[src/hdl/wmds_pkg.sv]
`timescale 1ns / 1ps
// ----------------------------------------------------------------------------
// wmds_pkg
// shared types and constants for the window mean deviation score block
// ----------------------------------------------------------------------------
package wmds_pkg;

    // configuration register indexes
    localparam logic [0:0] CFG_WINDOW_LENGTH = 1'b0;
    localparam logic [0:0] CFG_SCORE_OFFSET  = 1'b1;
    localparam int unsigned CFG_IDX_BITS     = 1;

    // window length after reset, clamped to the store depth where it is smaller
    localparam int unsigned WIN_LEN_RESET = 16;

    typedef enum logic [1:0] {
        S_IDLE,
        S_LOAD,
        S_DIV,
        S_DONE
    } t_state;

    // controller to datapath
    typedef struct packed {
        logic accept;
        logic load;
        logic step;
        logic commit;
    } t_dp_cmd;

    // datapath to controller
    typedef struct packed {
        logic div_last;
        logic out_free;
    } t_dp_sts;

endpackage

[src/hdl/wmds_ctrl.sv]
`timescale 1ns / 1ps
// ----------------------------------------------------------------------------
// wmds_ctrl
// sequencer: take a sample, run the serial divide, commit the score
// ----------------------------------------------------------------------------
module wmds_ctrl (
    input  logic              i_clk,
    input  logic              i_rst_n,
    input  logic              i_in_valid,
    output logic              o_in_stall,
    input  wmds_pkg::t_dp_sts i_sts,
    output wmds_pkg::t_dp_cmd o_cmd
);

    wmds_pkg::t_state r_state;
    wmds_pkg::t_state n_state;

    always_ff @(posedge i_clk) begin
        if (!i_rst_n) begin
            r_state <= wmds_pkg::S_IDLE;
        end else begin
            r_state <= n_state;
        end
    end

    always_comb begin
        n_state    = r_state;
        o_cmd      = '0;
        o_in_stall = 1'b1;
        unique case (r_state)
            wmds_pkg::S_IDLE: begin
                o_in_stall = 1'b0;
                if (i_in_valid) begin
                    o_cmd.accept = 1'b1;
                    n_state      = wmds_pkg::S_LOAD;
                end
            end
            wmds_pkg::S_LOAD: begin
                o_cmd.load = 1'b1;
                n_state    = wmds_pkg::S_DIV;
            end
            wmds_pkg::S_DIV: begin
                o_cmd.step = 1'b1;
                if (i_sts.div_last) begin
                    n_state = wmds_pkg::S_DONE;
                end
            end
            wmds_pkg::S_DONE: begin
                // wait here while the previous score is still held
                if (i_sts.out_free) begin
                    o_cmd.commit = 1'b1;
                    n_state      = wmds_pkg::S_IDLE;
                end
            end
            default: begin
                n_state = wmds_pkg::S_IDLE;
            end
        endcase
    end

endmodule

[src/hdl/wmds_dp.sv]
`timescale 1ns / 1ps
// ----------------------------------------------------------------------------
// wmds_dp
// history ring, running sum, serial divider and score register
// ----------------------------------------------------------------------------
module wmds_dp #(
    parameter int unsigned MAX_WINDOW  = 64,
    parameter int unsigned SAMPLE_BITS = 32
) (
    input  logic                                   i_clk,
    input  logic                                   i_rst_n,
    input  logic                                   i_cfg_we,
    input  logic [wmds_pkg::CFG_IDX_BITS-1:0]      i_cfg_idx,
    input  logic [((SAMPLE_BITS > $clog2(MAX_WINDOW + 1)) ? SAMPLE_BITS
                   : $clog2(MAX_WINDOW + 1))-1:0] i_cfg_data,
    input  logic signed [SAMPLE_BITS-1:0]          i_sample,
    input  logic                                   i_restart_first,
    input  wmds_pkg::t_dp_cmd                      i_cmd,
    output wmds_pkg::t_dp_sts                      o_sts,
    input  logic                                   i_out_stall,
    output logic                                   o_out_valid,
    output logic signed [SAMPLE_BITS+1:0]          o_score
);

    localparam int unsigned CNT_BITS   = $clog2(MAX_WINDOW + 1);
    localparam int unsigned POS_BITS   = (MAX_WINDOW > 1) ? $clog2(MAX_WINDOW) : 1;
    localparam int unsigned SUM_BITS   = SAMPLE_BITS + $clog2(MAX_WINDOW);
    localparam int unsigned EXT_BITS   = SUM_BITS + 2;
    localparam int unsigned SCORE_BITS = SAMPLE_BITS + 2;
    localparam int unsigned STEP_BITS  = $clog2(SUM_BITS);
    localparam int unsigned LEN_RST    = (wmds_pkg::WIN_LEN_RESET > MAX_WINDOW)
                                         ? MAX_WINDOW : wmds_pkg::WIN_LEN_RESET;

    // configuration
    logic        [CNT_BITS-1:0]    r_win_len;
    logic signed [SAMPLE_BITS-1:0] r_offset;

    // window state
    logic        [POS_BITS-1:0]    r_wpos;
    logic        [CNT_BITS-1:0]    r_count;
    logic signed [SUM_BITS-1:0]    r_sum;
    logic signed [SAMPLE_BITS-1:0] r_hist [MAX_WINDOW];

    // item in flight
    logic signed [SAMPLE_BITS-1:0] r_sample;
    logic        [POS_BITS-1:0]    r_pos;
    logic signed [SAMPLE_BITS-1:0] r_rd;
    logic signed [EXT_BITS-1:0]    r_base;

    // divider
    logic        [CNT_BITS:0]      r_rem;
    logic        [SUM_BITS-1:0]    r_quo;
    logic                          r_neg;
    logic        [STEP_BITS-1:0]   r_step;

    logic                          r_out_valid;
    logic signed [SCORE_BITS-1:0]  r_score;

    logic        [CNT_BITS-1:0]    w_len;
    logic        [POS_BITS-1:0]    w_pos;
    logic        [CNT_BITS-1:0]    w_pos_inc;
    logic                          w_full;
    logic        [CNT_BITS:0]      w_shift;
    logic                          w_ge;
    logic signed [EXT_BITS-1:0]    w_q;
    logic signed [EXT_BITS-1:0]    w_score;
    logic signed [SUM_BITS-1:0]    w_drop;

    // effective window length: zero acts as one, clamp at the store depth
    always_comb begin
        if (r_win_len == '0) begin
            w_len = CNT_BITS'(1);
        end else if (r_win_len > CNT_BITS'(MAX_WINDOW)) begin
            w_len = CNT_BITS'(MAX_WINDOW);
        end else begin
            w_len = r_win_len;
        end
    end

    assign w_pos     = (CNT_BITS'(r_wpos) >= w_len) ? '0 : r_wpos;
    assign w_pos_inc = CNT_BITS'(r_pos) + CNT_BITS'(1);
    assign w_full    = (r_count >= w_len);

    // restoring divide step on magnitudes
    assign w_shift = {r_rem[CNT_BITS-1:0], r_quo[SUM_BITS-1]};
    assign w_ge    = (w_shift >= {1'b0, r_count});

    assign w_q     = EXT_BITS'(r_quo);
    always_comb begin
        if (r_count == '0) begin
            w_score = r_base;
        end else if (r_neg) begin
            w_score = r_base + w_q;
        end else begin
            w_score = r_base - w_q;
        end
    end

    assign w_drop = w_full ? SUM_BITS'(r_rd) : '0;

    // control state
    always_ff @(posedge i_clk) begin
        if (!i_rst_n) begin
            r_win_len   <= CNT_BITS'(LEN_RST);
            r_offset    <= '0;
            r_wpos      <= '0;
            r_count     <= '0;
            r_sum       <= '0;
            r_out_valid <= 1'b0;
        end else begin
            if (i_cfg_we) begin
                if (i_cfg_idx == wmds_pkg::CFG_WINDOW_LENGTH) begin
                    r_win_len <= i_cfg_data[CNT_BITS-1:0];
                end else begin
                    r_offset  <= i_cfg_data[SAMPLE_BITS-1:0];
                end
            end
            priority if ((i_cfg_we && i_cfg_idx == wmds_pkg::CFG_WINDOW_LENGTH)
                         || (i_cmd.accept && i_restart_first)) begin
                r_wpos  <= '0;
                r_count <= '0;
                r_sum   <= '0;
            end else if (i_cmd.commit) begin
                r_sum   <= r_sum + SUM_BITS'(r_sample) - w_drop;
                r_count <= w_full ? w_len : r_count + CNT_BITS'(1);
                r_wpos  <= (w_pos_inc >= w_len) ? '0 : POS_BITS'(w_pos_inc);
            end else begin
                r_wpos  <= r_wpos;
                r_count <= r_count;
                r_sum   <= r_sum;
            end
            if (i_cmd.commit) begin
                r_out_valid <= 1'b1;
            end else if (!i_out_stall) begin
                r_out_valid <= 1'b0;
            end
        end
    end

    // payload
    always_ff @(posedge i_clk) begin
        if (i_cmd.accept) begin
            r_sample <= i_sample;
        end
        if (i_cmd.load) begin
            r_pos  <= w_pos;
            r_rem  <= '0;
            r_neg  <= r_sum[SUM_BITS-1];
            r_quo  <= r_sum[SUM_BITS-1] ? SUM_BITS'(-r_sum) : SUM_BITS'(r_sum);
            r_step <= '0;
            r_base <= (r_count == '0) ? -EXT_BITS'(r_offset)
                                      : EXT_BITS'(r_sample) - EXT_BITS'(r_offset);
        end
        if (i_cmd.step) begin
            r_rem  <= w_ge ? (w_shift - {1'b0, r_count}) : w_shift;
            r_quo  <= {r_quo[SUM_BITS-2:0], w_ge};
            r_step <= r_step + STEP_BITS'(1);
        end
        if (i_cmd.commit) begin
            r_score <= SCORE_BITS'(w_score);
        end
    end

    // history ring, read registered
    always_ff @(posedge i_clk) begin
        if (i_cmd.load) begin
            r_rd <= r_hist[w_pos];
        end
        if (i_cmd.commit) begin
            r_hist[r_pos] <= r_sample;
        end
    end

    assign o_sts.div_last = (r_step == STEP_BITS'(SUM_BITS - 1));
    assign o_sts.out_free = !r_out_valid || !i_out_stall;
    assign o_out_valid    = r_out_valid;
    assign o_score        = r_score;

endmodule

[src/hdl/window_mean_deviation_score.sv]
`timescale 1ns / 1ps
// ----------------------------------------------------------------------------
// window_mean_deviation_score
// per-sample moving-mean deviation score over a ring of past samples
// ----------------------------------------------------------------------------
//  channel  direction  handshake                  payload
//  in       sink       i_in_valid / o_in_stall    i_sample, i_restart_first
//  out      source     o_out_valid / i_out_stall  o_score
//  cfg      sink       i_cfg_we                   i_cfg_idx, i_cfg_data
//
//  one transfer at a time: an accept, a load with the ring read, SUM_BITS
//  steps of the one-bit restoring divider for sum / count, and a commit;
//  the next sample is taken only after the commit
//  synchronous active-low reset resets config, ring pointer, count, sum and
//  the output valid; ring contents are not cleared
//  a held score does not block the next sample; only the commit waits for it
// ----------------------------------------------------------------------------
module window_mean_deviation_score #(
    parameter int unsigned MAX_WINDOW  = 64,
    parameter int unsigned SAMPLE_BITS = 32
) (
    input  logic                                   i_clk,
    input  logic                                   i_rst_n,
    // configuration writes
    input  logic                                   i_cfg_we,
    input  logic [wmds_pkg::CFG_IDX_BITS-1:0]      i_cfg_idx,
    input  logic [((SAMPLE_BITS > $clog2(MAX_WINDOW + 1)) ? SAMPLE_BITS
                   : $clog2(MAX_WINDOW + 1))-1:0] i_cfg_data,
    // sample channel
    input  logic                                   i_in_valid,
    output logic                                   o_in_stall,
    input  logic signed [SAMPLE_BITS-1:0]          i_sample,
    input  logic                                   i_restart_first,
    // score channel
    output logic                                   o_out_valid,
    input  logic                                   i_out_stall,
    output logic signed [SAMPLE_BITS+1:0]          o_score
);

    wmds_pkg::t_dp_cmd w_cmd;
    wmds_pkg::t_dp_sts w_sts;

    // sequencer: idle -> load -> divide -> commit
    wmds_ctrl u_ctrl (
        .i_clk      (i_clk),
        .i_rst_n    (i_rst_n),
        .i_in_valid (i_in_valid),
        .o_in_stall (o_in_stall),
        .i_sts      (w_sts),
        .o_cmd      (w_cmd)
    );

    // ring, running sum, divider and output register
    wmds_dp #(
        .MAX_WINDOW  (MAX_WINDOW),
        .SAMPLE_BITS (SAMPLE_BITS)
    ) u_dp (
        .i_clk           (i_clk),
        .i_rst_n         (i_rst_n),
        .i_cfg_we        (i_cfg_we),
        .i_cfg_idx       (i_cfg_idx),
        .i_cfg_data      (i_cfg_data),
        .i_sample        (i_sample),
        .i_restart_first (i_restart_first),
        .i_cmd           (w_cmd),
        .o_sts           (w_sts),
        .i_out_stall     (i_out_stall),
        .o_out_valid     (o_out_valid),
        .o_score         (o_score)
    );

    // a sample transfer closes the input until its score is committed
    a_busy_after_accept: assert property (@(posedge i_clk) disable iff (!i_rst_n)
        (i_in_valid && !o_in_stall) |=> o_in_stall)
        else $error("input open in the cycle after a sample transfer");

    // a commit never overwrites a score that is still held
    a_commit_free: assert property (@(posedge i_clk) disable iff (!i_rst_n)
        w_cmd.commit |-> (!o_out_valid || !i_out_stall))
        else $error("score committed over a stalled result");

    // a new score appears only from a commit
    a_valid_from_commit: assert property (@(posedge i_clk) disable iff (!i_rst_n)
        $rose(o_out_valid) |-> $past(w_cmd.commit))
        else $error("output valid without a commit");

    // the sequencer issues at most one command per cycle
    a_one_cmd: assert property (@(posedge i_clk) disable iff (!i_rst_n)
        $onehot0({w_cmd.accept, w_cmd.load, w_cmd.step, w_cmd.commit}))
        else $error("more than one datapath command");

endmodule
[config.mk]
export PLATFORM = sky130hd
export DESIGN_NAME = window_mean_deviation_score
export DESIGN_NICKNAME = d
export VERILOG_FILES = /design/src/hdl/wmds_pkg.sv /design/src/hdl/wmds_ctrl.sv /design/src/hdl/wmds_dp.sv /design/src/hdl/window_mean_deviation_score.sv
export SDC_FILE = /design/constraint.sdc
export NUM_CORES = 2
export LEC_CHECK = 0
export BUFFER_PORTS_ARGS = -buffer_cell sky130_fd_sc_hd__buf_2
export CAP_MARGIN = 20
export CORE_MARGIN = 10
export CORE_UTILIZATION = 35
export CTS_CLUSTER_SIZE = 20
export DETAILED_ROUTE_END_ITERATION = 10
export PLACE_DENSITY = 0.46
export SKIP_LAST_GASP = 1
export SYNTH_ARGS = -nofsm -noshare
export SYNTH_HDL_FRONTEND = slang
export SYNTH_SLANG_ARGS = --single-unit
export TNS_END_PERCENT = 1
[constraint.sdc]
create_clock -name i_clk -period 7 [get_ports i_clk]
set_input_delay 1.4 -clock i_clk [delete_from_list [all_inputs] [get_ports i_clk]]
set_output_delay 1.4 -clock i_clk [all_outputs]
set_load 0.1 [all_outputs]
==> impl_metrics.toml <==
[status]
run_status = "finished, final reports clean"

[sta]
worstMarginPinSlew_ps = 1260
fmax_mhz = 155
rsz0062_at_grt = "no"
period_share = 0.922
final.setup_skew_ps = 81.6
finalSetupTns_ps = 0
setup_violations = 0
final_max_slew_viol_count = 0
setup_ws_ps = 547
min_period_ps = 6450
timing.hold.ws_ps = 457
slew_headroom = 0.149
hold_viol_final = 0

[finish]
finalNonFillerCells = 11100
area_growth_pct = 14.9
layout-drive-gt1-share = 0.156
final_util = 0.405
nets = 7348
n_fill_cell = 26100

[place]
placed_cells = 10600
io_buffers = 106
dp_slack_ps = 209
hpwl_mm = 201
gp_congestion = 0.860

[pwr]
leakage_nw = 36.8
comb_power_share = 0.212
p_int_mw = 27.1
p_switching_mw = 12.0
pwr-share-seq = 0.438
ir_worst_vdd_mv = 0.223
power_frac_clock = 0.350
p_per_area_nw_per_um2 = 338
switching_share = 0.308

[cts]
cts_tree = "done"
cts_buffer_depth = 4
htree_levels = 5
clock-sinks = 2331
holdBufCountCts = 0
worstSkewPairLatency_ps = 910
cts_made_buffers = 273
clk_pin_slew_ps = 60
cts_setup_buffers = 0
cts-root-buf = "clkbuf_16"

[setup_path]
crit_type = "reg2reg"
worstSetupStartpoint = "u_dp.r_win_len[1]$_SDFFE_PN0P_"
crit_path_max_incr_delay_ps = 530
crit_path_max_fanout = 30
reg2reg_from = "u_dp.r_win_len[1]$_SDFFE_PN0P_"
crit_path_end_kind = "flop"
crit_arrival_ps = 7200
worst_setup_path_start_kind = "flop"
r2r_end = "u_dp.r_sum[36]$_SDFFE_PP0P_"
cp.required_ps = 7750
ff2ff_path_depth = 27
crit_slowest_cell = "or3b_2"
r2r_setup_slack_ps = 550
worstSetupEndpoint = "u_dp.r_sum[36]$_SDFFE_PP0P_"

[route]
vias = 61000
wl_per_cell_um = 29.5
drc = 0
drt_first_pass_iters = 5
routed_wl_mm = 326
drt_iter0_markers = 6027
antenna_left = 0
viasPerCell = 5.51

[flow_run]
cap_violations = 0

[global_routing]
gr-usage-all-layers = 0.204
antenna_found_initial = 37
grt_pass1_wl_mm = 461
grt_max_degree = 148
grt_pass1_vias = 59800
grt_remaining_overflow = 0

[logic_synthesis]
synth_most_common_cell = "edfxtp_1"
synthTopCellsByArea = "edfxtp_1 67%, mux4_2 4.3%, mux2i_1 3.2%"
synthCells = 6889
syn_nets = 7144
synth_top_area_cell = "edfxtp_1"
synth-async-reset-ratio = 0
synth.ff_latch_count = 2331
ys_types = 78
yosysSeqAreaShare = 0.686
synth-warning-count = 0
ys.flop_type = "edfxtp_1"
syn_avg_cell_area_um2 = 14.6
netlist.area_leader.share = 0.667
synth_area_um2 = 101000
synth_common_cells = "2238 x edfxtp_1, 537 x a21oi_1, 486 x nand2_1, 471 x nor2_1, 356 x clkbuf_1"
synth_edf_count = 2238

[min_path]
hold_class = "reg2reg"

[floorplan]
die_x_um = 556
dieHeight_um = 556
start_util = 0.353
die_area_um2 = 310000
core_um2 = 286000
num_rows = 196
io_pins = 107
metal layers:
| layer | wire, um | share of wire | global-route usage |
|---|---|---|---|
| met4 | 8890 | 0.027 | 0.0552 |
| met1 | 149000 | 0.46 | 0.299 |
| met5 | 0 | 0 | 0 |
| met3 | 22600 | 0.069 | 0.0363 |
| met2 | 146000 | 0.45 | 0.313 |
metrics by stage:
| step | total power, mW | cell area [um2] |
|---|---|---|
| finish | 39.1 | 116000 |
| global route | 40.8 | 116000 |
| CTS | 39.4 | 116000 |
| detailed placement | 25.7 | 107000 |
| global placement | 25.6 | 107000 |
| floorplan | 22.5 | 101000 |
registers in the layout (all words and copies together) (netlist names), 32 cells and up:
signal         count
u_dp.r_hist     2048
u_dp.r_quo        38
u_dp.r_sum        38
u_dp.o_score      34
u_dp.r_base       34
u_dp.r_offset     32
u_dp.r_rd         32
u_dp.r_sample     32
worst max-delay path, delay by kind of cell, from the launching register on:
kind | cells | cell delay, ps
flops | 1 | 330
fa+ha+maj | 3 | 1070
buf+inv | 2 | 310
compound gates | 16 | 3270
xor+xnor | 1 | 100
simple gates | 5 | 1220
power groups by stage:
stage | registers [mW] | clock network [mW] | logic, mW
6_report | 17.1 | 13.7 | 8.28
5_1_grt | 17.2 | 14.5 | 9.12
4_1_cts | 17.1 | 14.0 | 8.30
3_5_place_dp | 17.4 | 0 | 8.27
3_3_place_gp | 17.4 | 0 | 8.17
2_1_floorplan | 17.7 | 0 | 4.83
logic make-up (layout without fill, tap and decap cells):
family / after synthesis / in the layout / share of synthesized area
DFF: 2331 / 2331 / 0.686
AOI/OAI and AO/OA: 1489 / 1489 / 0.0963
and+or+nand+nor: 1374 / 1374 / 0.0610
buffers and inverters: 683 / 1085 / 0.0256
muxes: 642 / 642 / 0.0893
xor gates and xnor gates: 186 / 186 / 0.0162
adders and majority gates: 184 / 184 / 0.0258
other: 0 / 10 / 0
cell usage in the layout, fill, tap and decap left out, types with 32 or more instances in the layout:
cell type,netlist,routed
a21o_1,58,58
edfxtp_1,2238,2238
o31ai_1,53,53
nor2_4,0,66
nand3_1,86,84
ha_1,144,141
mux2_2,129,129
nand2_1,486,483
nor3_1,37,37
inv_1,256,255
mux2i_1,321,321
clkbuf_16,0,277
a211oi_1,83,82
a2bb2oi_1,32,32
and3_1,46,45
a21oi_1,537,537
mux4_2,192,192
clkinv_1,4,62
a311oi_1,34,34
o221ai_1,161,161
a221oi_1,101,101
xnor2_1,117,117
xor2_1,69,69
dfxtp_1,93,89
nand4_1,56,56
buf_4,0,213
fa_1,40,40
o21ai_0,272,270
a311o_1,32,32
clkbuf_1,356,58
and2_1,47,46
nor2_1,471,404
nor2b_1,57,57
buf_2,1,106
o211ai_1,37,37
worst min path at each step:
stage	slack [ps]	startpoint	to	cells after the start
floorplan	430	u_dp.r_sum[20]$_SDFFE_PP0P_	u_dp.r_sum[20]$_SDFFE_PP0P_	2
global placement	440	u_dp.r_sum[25]$_SDFFE_PP0P_	u_dp.r_sum[25]$_SDFFE_PP0P_	2
detailed placement	450	u_dp.r_sum[25]$_SDFFE_PP0P_	u_dp.r_sum[25]$_SDFFE_PP0P_	2
CTS	450	u_dp.r_sum[25]$_SDFFE_PP0P_	u_dp.r_sum[25]$_SDFFE_PP0P_	2
global route	470	u_dp.r_sum[20]$_SDFFE_PP0P_	u_dp.r_sum[20]$_SDFFE_PP0P_	2
finish	460	u_dp.r_sum[25]$_SDFFE_PP0P_	u_dp.r_sum[25]$_SDFFE_PP0P_	2
what timing repair did:
item / CTS / global route
gates resized for setup: 0 / 2
hold endpoints to repair: 0 / 0
endpoints found under the setup margin: 0 / 2
final cells by class:
| class | instances | area (um2) | share of cell area |
|---|---|---|---|
| Sequential cell | 2331 | 69100 | 0.597 |
| Antenna cell | 10 | 25.0 | 0.000216 |
| Clock inverter | 136 | 1310 | 0.0113 |
| Multi-Input combinational cell | 3875 | 29600 | 0.256 |
| Tap cell | 3762 | 4710 | 0.0407 |
| Inverter | 262 | 997 | 0.00862 |
| Timing Repair Buffer | 350 | 2790 | 0.0241 |
| Clock buffer | 337 | 7160 | 0.0619 |
Power figures use the tool's default switching activity.
